$ cat src/hdl/lgs_pkg.sv
// package for the life grid generation step unit
// holds grid sizes, widths, opcodes, register indexes and rule constants
// no dependencies
`timescale 1ns / 1ps
`default_nettype none

package lgs_pkg;

  localparam int MAX_ROWS = 64;
  localparam int MAX_COLS = 64;

  localparam int ROW_W     = $clog2(MAX_ROWS);
  localparam int COL_W     = $clog2(MAX_COLS);
  localparam int ROW_CNT_W = $clog2(MAX_ROWS + 1);
  localparam int COL_CNT_W = $clog2(MAX_COLS + 1);
  localparam int STEP_W    = $clog2(MAX_ROWS + 3);

  localparam int CFG_W     = 7;
  localparam int CFG_IDX_W = 1;

  localparam logic [CFG_IDX_W-1:0] CFG_ROWS = 1'b0;
  localparam logic [CFG_IDX_W-1:0] CFG_COLS = 1'b1;

  localparam logic [CFG_W-1:0] ROWS_RESET = CFG_W'(MAX_ROWS);
  localparam logic [CFG_W-1:0] COLS_RESET = CFG_W'(MAX_COLS);

  localparam int SUM_W = 4;
  localparam logic [SUM_W-1:0] BIRTH_SUM = SUM_W'(3);
  localparam logic [SUM_W-1:0] KEEP_SUM  = SUM_W'(2);

  typedef enum logic [1:0] {
    OP_WRITE = 2'd0,
    OP_READ  = 2'd1,
    OP_STEP  = 2'd2
  } op_e;

endpackage

`default_nettype wire

$ cat src/hdl/lgs_row_update.sv
// next-generation logic for one grid row from its old row and the rows around it
// depends on lgs_pkg
`timescale 1ns / 1ps
`default_nettype none

module lgs_row_update
  import lgs_pkg::*;
(
  input  wire logic [MAX_COLS-1:0]  up_i,
  input  wire logic [MAX_COLS-1:0]  mid_i,
  input  wire logic [MAX_COLS-1:0]  dn_i,
  input  wire logic [COL_CNT_W-1:0] ncols_i,
  output logic      [MAX_COLS-1:0]  next_o
);

  logic [COL_W-1:0] last_col;

  assign last_col = COL_W'(ncols_i - COL_CNT_W'(1));

  for (genvar j = 0; j < MAX_COLS; j++) begin : g_lane
    logic             up_l, mid_l, dn_l, up_r, mid_r, dn_r;
    logic             active;
    logic [SUM_W-1:0] sum;

    if (j == 0) begin : g_lf_wrap
      assign up_l  = up_i[last_col];
      assign mid_l = mid_i[last_col];
      assign dn_l  = dn_i[last_col];
    end else begin : g_lf
      assign up_l  = up_i[j-1];
      assign mid_l = mid_i[j-1];
      assign dn_l  = dn_i[j-1];
    end

    if (j == MAX_COLS - 1) begin : g_rt_wrap
      assign up_r  = up_i[0];
      assign mid_r = mid_i[0];
      assign dn_r  = dn_i[0];
    end else begin : g_rt
      logic wrap;
      assign wrap  = (COL_CNT_W'(j + 1) == ncols_i);
      assign up_r  = wrap ? up_i[0]  : up_i[j+1];
      assign mid_r = wrap ? mid_i[0] : mid_i[j+1];
      assign dn_r  = wrap ? dn_i[0]  : dn_i[j+1];
    end

    assign active = (COL_CNT_W'(j) < ncols_i);
    assign sum = SUM_W'(up_l) + SUM_W'(up_i[j]) + SUM_W'(up_r)
               + SUM_W'(mid_l) + SUM_W'(mid_r)
               + SUM_W'(dn_l) + SUM_W'(dn_i[j]) + SUM_W'(dn_r);

    // cells beyond the in-use columns keep their value
    assign next_o[j] = active ? ((sum == BIRTH_SUM) || (mid_i[j] && (sum == KEEP_SUM)))
                              : mid_i[j];
  end

endmodule

`default_nettype wire

$ cat config.mk
export PLATFORM = sky130hd
export DESIGN_NAME = lgs_row_update
export DESIGN_NICKNAME = d
export VERILOG_FILES = /design/src/hdl/lgs_pkg.sv /design/src/hdl/lgs_row_update.sv
export SDC_FILE = /design/constraint.sdc
export NUM_CORES = 1
export LEC_CHECK = 0
export BUFFER_PORTS_ARGS = -buffer_cell sky130_fd_sc_hd__buf_2
export CAP_MARGIN = 10
export CORE_AREA = 2 2 133 200
export DETAILED_ROUTE_END_ITERATION = 12
export DIE_AREA = 0 0 135 202
export PLACE_DENSITY = 0.84
export SETUP_SLACK_MARGIN = 0.4
export SYNTH_ARGS = -nofsm -noshare
export SYNTH_HDL_FRONTEND = slang
export SYNTH_SLANG_ARGS = --single-unit
$ cat constraint.sdc
create_clock -name vclk -period 15.5
set_clock_uncertainty 0.2 [all_clocks]
set_input_delay 4.65 -clock vclk [all_inputs]
set_output_delay 4.65 -clock vclk [all_outputs]
set_load 0.01 [all_outputs]
# After elaboration in Yosys (flattened, before gate mapping)
# Cells that the tools add are included.
# Widths: inputs -> output; s select.
# op_classes
n_addsub,449
n_lt_le_gt_ge,65
eq_ne,191
n_mux,259
n_reduce_logical,128
# op_table
cell,n
$add 4x1->4,256
$eq 4x2->1 const B,128
$add 3x1->4,64
$mux 1,256
$eq 6x7->1 const A,32
$lt 6x7->1 const A,32
$add 2x1->3,64
$add 1x1->2,64
$eq 5x7->1 const A,16
$lt 5x7->1 const A,16
$logic_and 1x1->1,64
$logic_or 1x1->1,64
$eq 4x7->1 const A,8
$lt 4x7->1 const A,8
$eq 3x7->1 const A,4
$lt 3x7->1 const A,4
$bmux 1 s6,3
$eq 2x7->1 const A,2
$lt 1x7->1 const A,2
$lt 2x7->1 const A,2
$eq 1x7->1 const A,1
$lt 6x7->1 const B,1
$sub 6x1->6 const B,1
# totals
regBits,0
input_bits,199
output_inout_bits,64
wordCells,1092

# Logic depth before layout (Yosys ltp)
# Gate-level depths: netlist of run 1.
# logic_depth
ltp_word,14
ltp_mapped,23

# Worst setup path before layout of run 1
# Ideal clock, no wire load.
# synth_path
kind,input-to-output
startpoint,input ncols_i[0]
endpoint,output next_o[0]
arrival_ns,9.431
setup_slack_ns,1.219
stages,20
path_cell_list,buf_6 buf_12 buf_8 inv_4 ha_1 clkbuf_1 mux4_2 nor2b_1 nor4_1 nor4_1 fa_1 inv_1 fa_1 fa_1 inv_1 ha_1 fa_1 o21ai_0 nand2_1 a21oi_1
# synth_via
elab_chain_cells,14
# synth_lines
item,line_no,source
start: declaration,lgs_row_update.sv:12,"input wire logic [COL_CNT_W-1:0] ncols_i,"
$sub 6x1->6,lgs_row_update.sv:18,assign last_col = COL_W'(ncols_i - COL_CNT_W'(1));
$bmux 1 s6,lgs_row_update.sv:26,assign up_l = up_i[last_col];
$mux 1 (implied by the code),lgs_row_update.sv:26,
$add 1x1->2,lgs_row_update.sv:48,assign sum = SUM_W'(up_l) + SUM_W'(up_i[j]) + SUM_W'(up_r)
$add 2x1->3,lgs_row_update.sv:48,
$add 3x1->4,lgs_row_update.sv:49,+ SUM_W'(mid_l) + SUM_W'(mid_r)
$add 4x1->4,lgs_row_update.sv:49,
$add 4x1->4 (3 in a row),lgs_row_update.sv:50,+ SUM_W'(dn_l) + SUM_W'(dn_i[j]) + SUM_W'(dn_r);
$eq 4x2->1,lgs_row_update.sv:53,assign next_o[j] = active ? ((sum == BIRTH_SUM) || (mid_i[j] && (sum == KEEP_SUM)))
$logic_and 1x1->1,lgs_row_update.sv:53,
$logic_or 1x1->1,lgs_row_update.sv:53,
$mux 1 *,lgs_row_update.sv:53,
end: declaration,lgs_row_update.sv:13,output logic [MAX_COLS-1:0] next_o
# Mark *: on every way between the ends. The rest lies on a longest branch, timed or not. The select of a mux whose other input is x is not followed.

# Worst setup path after layout of run 1
# layout_path
startpoint,input ncols_i[1]
endpoint,output next_o[0]
# Same word-level chain as after synthesis.

==> results of run 1 <==
[worst min-delay path, cell delays in order]
cell,delay [ns]
sky130_fd_sc_hd__buf_2,0.13
sky130_fd_sc_hd__a21oi_1,0.05
sky130_fd_sc_hd__a21oi_1,0.10
sky130_fd_sc_hd__buf_2,0.13
[cell type report]
cell class         count  area (um2)  area share
diodes                 5        12.5    0.000751
inverters            207         779      0.0468
multi-input cells   1371       14000       0.842
well taps            333         417      0.0250
repair buffers       274        1420      0.0851
[stage by stage]
| stage | utilization | hold WS, ns | cells | area, um2 | power (mW) |
|---|---|---|---|---|---|
| 2_1_floorplan | - | 9.22 | 1638 | 15100 | 0.694 |
| 3_3_place_gp | 0.650 | 9.51 | 2185 | 16600 | 0.939 |
| 3_5_place_dp | 0.650 | 9.51 | 2185 | 16600 | 1.00 |
| 4_1_cts | 0.650 | 9.52 | 2185 | 16600 | 1.01 |
| 5_1_grt | 0.651 | 9.54 | 2189 | 16600 | 1.16 |
| 6_report | 0.651 | 9.52 | 2190 | 16700 | 1.01 |
[kinds of logic after synthesis]
family | count (synthesis) | share of synthesized area
AOI/OAI and AO/OA | 354 | 0.125
buffers and inverters | 267 | 0.0732
adders and majority gates | 451 | 0.500
muxes | 217 | 0.187
and+or+nand+nor | 348 | 0.114
xor gates and xnor gates | 1 | 0.000579
[cell usage after synthesis, types with 5 or more instances]
| library cell | instances |
|---|---|
| sky130_fd_sc_hd__fa_1 | 256 |
| sky130_fd_sc_hd__a21oi_1 | 208 |
| sky130_fd_sc_hd__inv_1 | 205 |
| sky130_fd_sc_hd__ha_1 | 195 |
| sky130_fd_sc_hd__nand2_1 | 133 |
| sky130_fd_sc_hd__mux2i_1 | 127 |
| sky130_fd_sc_hd__o21ai_0 | 103 |
| sky130_fd_sc_hd__nand3_1 | 72 |
| sky130_fd_sc_hd__nor2_1 | 58 |
| sky130_fd_sc_hd__mux4_2 | 48 |
| sky130_fd_sc_hd__mux2_2 | 38 |
| sky130_fd_sc_hd__clkbuf_1 | 36 |
| sky130_fd_sc_hd__nor2b_1 | 15 |
| sky130_fd_sc_hd__nor3_1 | 11 |
| sky130_fd_sc_hd__buf_2 | 9 |
| sky130_fd_sc_hd__nand2b_1 | 9 |
| sky130_fd_sc_hd__o21ai_1 | 8 |
| sky130_fd_sc_hd__a22o_1 | 7 |
| sky130_fd_sc_hd__nor4_1 | 7 |
| sky130_fd_sc_hd__buf_6 | 6 |
| sky130_fd_sc_hd__nor2_4 | 6 |
| sky130_fd_sc_hd__a31oi_1 | 5 |
| sky130_fd_sc_hd__or2_2 | 5 |
[power groups by stage]
| stage | registers, mW | clock network [mW] | logic (mW) |
|---|---|---|---|
| 5_1_grt | 0 | 0.0000000345 | 1.16 |
| 4_1_cts | 0 | 0 | 1.01 |
| 2_1_floorplan | 0 | 0 | 0.694 |
| 3_5_place_dp | 0 | 0 | 1.00 |
| 6_report | 0 | 0.0000000432 | 1.01 |
| 3_3_place_gp | 0 | 0 | 0.939 |
[metal layers]
metal | vias up | wire length, um
li1 | 6115 | -
met1 | 6956 | 16900
met2 | 809 | 23800
met3 | 251 | 3830
met4 | 2 | 4000
met5 | - | 13
[worst paths after layout]
kind,to,slack (ns),cells past startpoint
worst max-delay path,next_o[0],0.68,21
worst min-delay path,next_o[41],9.52,4
==> impl_metrics.tcl, run 1 <==
set metrics [dict create \
    run_status "complete, no violations" \
    synth_cells 1638 \
    static-leakage-power_nw 7.80 \
    die_area_um2 27300 \
    yosysTopAreaCell "sky130_fd_sc_hd__fa_1" \
    grt_use_total 0.360 \
    setup_slack_ns 0.681 \
    initial_core_util 0.591 \
    synth_largest_type_area_fraction 0.339 \
    antenna_found_initial 5 \
    yosysWarningCount 0 \
    total_net_switching_power_mw 0.578 \
    worst_path_dominant_cell_family "adder cells" \
    top_level_ports 263 \
    via_per_inst 6.45 \
    grt_first_pass_wirelength_mm 76.7 \
    ant_nets 0 \
    synth-seq-area-share 0 \
    period_needed_ns 14.82 \
    critPathLaunch "ncols_i[1]" \
    numSequentialCells 0 \
    cts_setup_buffers 0 \
    timing.setup.tns_ns 0 \
    cp_max_fo 17 \
    dp_slack_ns 0.624 \
    layout_worst_path_cycle_share 0.956 \
    grt.busiest_layer "met2" \
    cp-start-kind "input pin" \
    critPathMostFrequentCell "sky130_fd_sc_hd__fa_1" \
    pwr-share-comb 1.000 \
    floorplan.die.height_um 202 \
    min_from "mid_i[41]" \
    postCtsHoldBufs 0 \
    gp_congestion 1.01 \
    cp_data_arrival_time_ns 9.97 \
    num-nets-final 2504 \
    vias 14100 \
    crit_slowest_cell "sky130_fd_sc_hd__fa_1" \
    areaGrowthSynthToFinish_pct 10.1 \
    number_of_fillers_in_the_final_layout 2112 \
    horizontal_extent_of_the_die_um 135 \
    rsz_0062_raised_after_global_routing "no" \
    irDropWorstVdd_v 0.0000400 \
    drt-pass1-iter-count 6 \
    power_per_cell_area_nw_per_um2 60.7 \
    cellInternalPower_mw 0.433 \
    maxSlewViolCount 0 \
    worst-setup-path-type "in2out" \
    max_cap_violations 0 \
    placed_wire_length_estimate_mm 40.4 \
    layout.cells.most_common "sky130_fd_sc_hd__buf_2" \
    crit_path_max_cell_delay_ns 0.55 \
    worst_hold_path_type "in2out" \
    layout-drive-gt1-share 0.214 \
    clock_buffer_count 0 \
    seq_power_share 0 \
    setup-violations-final 0 \
    sw_frac 0.572 \
    ff_latch_area_um2 0 \
    met2_usage 0.610 \
    grtUsageMet1 0.428 \
    tightest_slew_ns 1.19 \
    floorplan.core_area_um2 25600 \
    detail_route.drc_violations 0 \
    crit_path_cell_trace "buf_2 > inv_1 > ha_2 > or2_1 > o31ai_2 > buf_4 > a22oi_1 > nand2_1 > nor3_1 > nor4_1 > fa_1 > inv_1 > fa_1 > fa_1 > inv_1 > ha_1 > fa_1 > o21ai_0 > nand2_1 > a21oi_1 > buf_2" \
    max_freq_mhz 67.5 \
    slew-limit-headroom 0.203 \
    routedWlPerCell_um 22.2 \
    global_route.usage.met3 0.0464 \
    hold_violations 0 \
    finalWirelength_mm 48.6 \
    timing.critical_path.required_ns 10.65 \
    clock_power_share 0 \
    most-common-layout-cells "sky130_fd_sc_hd__buf_2 (261), sky130_fd_sc_hd__fa_1 (256), sky130_fd_sc_hd__a21oi_1 (208)" \
    placement.io_buffers 263 \
    globalRouteOverflowTotal 0 \
    path_buf_inv 6 \
    cell_area_synth_um2 15100 \
    synth.lib_cells_used.distinct 62 \
    postSynthNetCount 2288 \
    avgSynthCellArea_um2 9.23 \
    grt_pass1_vias 14800 \
    cts_resized 0 \
    post_synth_main_area_contributors "sky130_fd_sc_hd__fa_1 (34%), sky130_fd_sc_hd__ha_1 (16%), sky130_fd_sc_hd__mux2i_1 (8.4%), sky130_fd_sc_hd__mux4_2 (7.1%), sky130_fd_sc_hd__a21oi_1 (6.9%)" \
    grt_start_max_net_pins 68 \
    detail_route.iter0.violations 1232 \
    critPathCaptureType "output port" \
    floorplan.rows 72 \
]
Power figures use the tool's default switching activity.
==> inputs of run 2 (changes only) <==
Settings changed: RECOVER_POWER set to 50.
==> run 2 against run 1 <==
Sequential share of layout area did not move; critical path depth is 8 lower; the run now ends with capacitance limit, slew limit left; utilization down 0.22 points; non-clock buffer count unchanged; combinational power hardly changed; count of clock-buffer cells in the layout unchanged; cell count barely moved.
==> impl_metrics.tcl, run 2 (same netlist as run 1, synthesis figures left out) <==
set metrics [dict create \
    floorplan.core_area_um2 25600 \
    irDropWorstVdd_v 0.0000391 \
    worst_hold_path_type "in2out" \
    num-nets-final 2504 \
    clock_buffer_count 0 \
    placed_wire_length_estimate_mm 40.4 \
    top_level_ports 263 \
    areaGrowthSynthToFinish_pct 9.75 \
    cp_data_arrival_time_ns 9.99 \
    initial_core_util 0.591 \
    placement.io_buffers 263 \
    power_per_cell_area_nw_per_um2 60.5 \
    routedWlPerCell_um 22.2 \
    pwr-share-comb 1.000 \
    max_cap_violations 2 \
    antenna_found_initial 4 \
    setup-violations-final 0 \
    period_needed_ns 14.84 \
    grtUsageMet1 0.428 \
    seq_power_share 0 \
    grt.busiest_layer "met2" \
    hold_violations 0 \
    cellInternalPower_mw 0.426 \
    cp-start-kind "input pin" \
    floorplan.rows 72 \
    layout.cells.most_common "sky130_fd_sc_hd__fa_1" \
    rsz_0062_raised_after_global_routing "no" \
    total_net_switching_power_mw 0.578 \
    postCtsHoldBufs 0 \
    cts_setup_buffers 0 \
    critPathCaptureType "output port" \
    ant_nets 0 \
    worst-setup-path-type "in2out" \
    cp_max_fo 31 \
    gp_congestion 1.01 \
    postLayoutCoreUtil 0.649 \
    drt-pass1-iter-count 6 \
    detail_route.iter0.violations 1238 \
    slew-limit-headroom -0.166 \
    grt_pass1_vias 14800 \
    clock_power_share 0 \
    violations "capacitance limit, slew limit" \
    sw_frac 0.576 \
    horizontal_extent_of_the_die_um 135 \
    layout_worst_path_cycle_share 0.958 \
    global_route.usage.met3 0.0464 \
    via_per_inst 6.46 \
    number_of_fillers_in_the_final_layout 2127 \
    grt_use_total 0.360 \
    floorplan.die.height_um 202 \
    timing.critical_path.required_ns 10.65 \
    numSequentialCells 0 \
    post-route-cell-area_um2 16600 \
    cts_resized 0 \
    met2_usage 0.610 \
    run_status "finished, violations left" \
    max_freq_mhz 67.4 \
    finalWirelength_mm 48.5 \
    layout-drive-gt1-share 0.197 \
    maxSlewViolCount 99 \
    tightest_slew_ns 1.75 \
    grt_first_pass_wirelength_mm 76.7 \
    ff_latch_area_um2 0 \
    detail_route.drc_violations 0 \
    die_area_um2 27300 \
    timing.setup.tns_ns 0 \
    static-leakage-power_nw 7.70 \
    most-common-layout-cells "sky130_fd_sc_hd__fa_1 (256), sky130_fd_sc_hd__buf_2 (233), sky130_fd_sc_hd__a21oi_1 (208)" \
    vias 14100 \
    grt_start_max_net_pins 68 \
    placed_area_um2 16600 \
    globalRouteOverflowTotal 0 \
]
run 2: changes by cell type in the layout (fill, tap and decap cells not counted), moves of 2 or more:
| cell | previous run | this run |
|---|---|---|
| sky130_fd_sc_hd__buf_2 | 261 | 233 |
| sky130_fd_sc_hd__clkbuf_1 | 0 | 28 |
| sky130_fd_sc_hd__nor2_1 | 57 | 60 |
| sky130_fd_sc_hd__nor2_4 | 6 | 4 |
run 2: path summary, 6_finish.rpt:
| kind | start | endpoint | slack (ns) | depth (start not counted) |
|---|---|---|---|---|
| hold / removal | mid_i[41] | next_o[41] | 9.51 | 4 |
| setup / recovery | ncols_i[4] | next_o[58] | 0.66 | 13 |
run 2: power groups by stage:
stage	Combinational (mW)	Sequential (mW)	Clock (mW)
2_1_floorplan	0.694	0	0
3_3_place_gp	0.939	0	0
3_5_place_dp	1.00	0	0
4_1_cts	1.01	0	0
5_1_grt	1.15	0	0.0000000345
6_report	1.00	0	0.0000000346
run 2: layer usage:
metal  vias up  routed length, um
met3       255               4020
li1       6114                  -
met4         0               3870
met5         -                  0
met2       854              23900
met1      6908              16700
run 2: worst max-delay path, stage by stage:
cell and delay [ns]:
sky130_fd_sc_hd__clkbuf_1 1.09, sky130_fd_sc_hd__nand2_1 0.90, sky130_fd_sc_hd__nor4_2 0.85, sky130_fd_sc_hd__mux2i_1 0.22
sky130_fd_sc_hd__fa_1 0.61, sky130_fd_sc_hd__inv_1 0.05, sky130_fd_sc_hd__fa_1 0.45, sky130_fd_sc_hd__ha_1 0.23
sky130_fd_sc_hd__fa_1 0.38, sky130_fd_sc_hd__o21ai_0 0.18, sky130_fd_sc_hd__nand2_1 0.08, sky130_fd_sc_hd__a21oi_1 0.13
sky130_fd_sc_hd__buf_2 0.14
run 2: area by class of cell:
class	instances	area [um2]	share of cell area
diodes	4	10.0	0.000603
inverters	207	779	0.0470
multi-input cells	1371	14000	0.844
well taps	333	417	0.0251
repair buffers	274	1380	0.0831
run 2: stage by stage:
stage | hold WS (ns) | total power [mW] | cells | setup slack [ns]
after floorplan | 9.22 | 0.694 | 1638 | 1.22
after global placement | 9.51 | 0.939 | 2185 | 0.690
after detailed placement | 9.51 | 1.00 | 2185 | 0.624
after CTS | 9.52 | 1.01 | 2185 | 0.613
after global routing | 9.54 | 1.15 | 2189 | 0.404
final | 9.51 | 1.00 | 2189 | 0.656
==> inputs of run 3 (changes only) <==
Settings changed: PLACE_DENSITY 0.84 to 0.82.
==> run 3 against run 2 <==
The flow still finishes with violations (capacitance limit, slew limit); total power increased by 0.42%; worst hold slack improved by 0.010 ns; design area increased by 0.11%; global-route usage increased by 0.089 points; fmax increased by 0.47%; first-iteration DRC count increased by 4.0%; setup slack improved by 0.070 ns; cell count unchanged; die area unchanged; routed wire length decreased by 0.50%; sequential share of layout area unchanged; count of clock-buffer cells in the layout unchanged.
==> impl_metrics.tcl, run 3 (same netlist as run 1, synthesis figures left out) <==
set metrics [dict create \
    run_status "finished, violations left" \
    violations "capacitance limit, slew limit" \
    crit_path_cell_trace "buf_4 > buf_4 > mux4_2 > o21ai_0 > o21ai_0 > nor3_1 > nor4_1 > fa_1 > inv_1 > fa_1 > fa_1 > inv_1 > ha_1 > fa_1 > o21ai_0 > nand2_1 > a21oi_1 > buf_2" \
    max_cap_violations 1 \
    hold_violations 0 \
    grt_first_pass_wirelength_mm 77.1 \
    maxSlewViolCount 67 \
    dpl.cell_count 2186 \
    worst_hold_path_type "in2out" \
    crit_slowest_cell "sky130_fd_sc_hd__buf_4" \
    layout_worst_path_cycle_share 0.953 \
    layout.cells.most_common "sky130_fd_sc_hd__fa_1" \
    timing.setup.tns_ns 0 \
    grt_use_total 0.361 \
    critPathLaunch "ncols_i[0]" \
    floorplan.die.height_um 202 \
    number_of_fillers_in_the_final_layout 2202 \
    critPathMostFrequentCell "sky130_fd_sc_hd__fa_1" \
    via_per_inst 6.46 \
    placed_wire_length_estimate_mm 40.1 \
    worst-setup-path-type "in2out" \
    numSequentialCells 0 \
    static-leakage-power_nw 7.71 \
    rsz_0062_raised_after_global_routing "no" \
    cp_data_arrival_time_ns 9.92 \
    antenna_found_initial 5 \
    postCtsHoldBufs 0 \
    die_area_um2 27300 \
    areaGrowthSynthToFinish_pct 9.87 \
    max_freq_mhz 67.7 \
    crit_path_max_cell_delay_ns 0.65 \
    irDropWorstVdd_v 0.0000439 \
    timing.critical_path.required_ns 10.65 \
    detail_route.drc_violations 0 \
    total_net_switching_power_mw 0.581 \
    ff_latch_area_um2 0 \
    whs_path_depth 4 \
    layoutNonFillerInstCount 2189 \
    initial_core_util 0.591 \
    grt_pass1_vias 15000 \
    cp_max_fo 39 \
    floorplan.core_area_um2 25600 \
    layout-drive-gt1-share 0.200 \
    cellInternalPower_mw 0.428 \
    routedWlPerCell_um 22.1 \
    setup-violations-final 0 \
    finalWirelength_mm 48.3 \
    cp-start-kind "input pin" \
    floorplan.rows 72 \
    tightest_slew_ns 1.78 \
    pwr-share-comb 1.000 \
    seq_power_share 0 \
    sw_frac 0.576 \
    clock_power_share 0 \
    critPathCaptureType "output port" \
    slew-limit-headroom -0.189 \
    horizontal_extent_of_the_die_um 135 \
    vias 14100 \
    final.hold.worst_slack_ns 9.52 \
    most-common-layout-cells "sky130_fd_sc_hd__fa_1 (256), sky130_fd_sc_hd__buf_2 (238), sky130_fd_sc_hd__a21oi_1 (208)" \
    min_from "mid_i[44]" \
    top_level_ports 263 \
    power_mw 1.01 \
    period_needed_ns 14.77 \
    clock_buffer_count 0 \
    detail_route.iter0.violations 1287 \
    grt_start_max_net_pins 68 \
    globalRouteOverflowTotal 0 \
    num-nets-final 2505 \
    placement.io_buffers 263 \
    drt-pass1-iter-count 5 \
    power_per_cell_area_nw_per_um2 60.7 \
    gp_congestion 1.01 \
    ant_nets 0 \
]
[run 3: cell count changes in the layout (fill, tap and decap cells not counted), sizes merged]
cell    previous run  this run
diode              4         3
clkbuf            29        24
buf              245       251
[run 3: through the flow]
stage / setup slack [ns] / utilization / area (um2)
after floorplan: 1.22 / - / 15100
after CTS: 0.560 / 0.650 / 16600
after global placement: 0.673 / 0.650 / 16600
after global routing: 0.451 / 0.649 / 16600
after detailed placement: 0.563 / 0.650 / 16600
final: 0.727 / 0.649 / 16600
[run 3: worst max-delay path, delay by kind of cell]
kind | cells | cell delay [ns]
adders and majority gates | 5 | 2.16
muxes | 1 | 0.60
AOI/OAI and AO/OA | 4 | 0.65
buffers and inverters | 5 | 1.34
and+or+nand+nor | 3 | 0.48
[run 3: power groups by stage]
stage	Sequential (mW)	Combinational (mW)	Clock, mW
2_1_floorplan	0	0.694	0
3_3_place_gp	0	0.939	0
3_5_place_dp	0	1.00	0
4_1_cts	0	1.01	0
5_1_grt	0	1.15	0.0000000259
6_report	0	1.01	0.0000000259
[run 3: cell type report]
class,count,area [um2],share of cell area
multi-input cells,1371,14000,0.844
repair buffers,275,1380,0.0831
inverters,207,779,0.0469
well taps,333,417,0.0251
diodes,3,7.51,0.000452
[run 3: path summary, 6_finish.rpt]
path	end
worst max-delay path	next_o[0]
worst min-delay path	next_o[44]
[run 3: what timing repair did]
action                     CTS  global route
hold endpoints to repair     0             0
setup buffers                0             0
resized for setup            0             3
setup endpoints to repair    0             1
[run 3: per-layer routing]
metal | vias to the layer above | wire (um) | GRT usage | part of all wire
met5 | - | 24 | 0 | 0.00050
met4 | 4 | 4710 | 0.274 | 0.098
met3 | 300 | 4250 | 0.0537 | 0.088
met2 | 883 | 23000 | 0.593 | 0.48
met1 | 6827 | 16300 | 0.423 | 0.34
li1 | 6125 | - | - | -
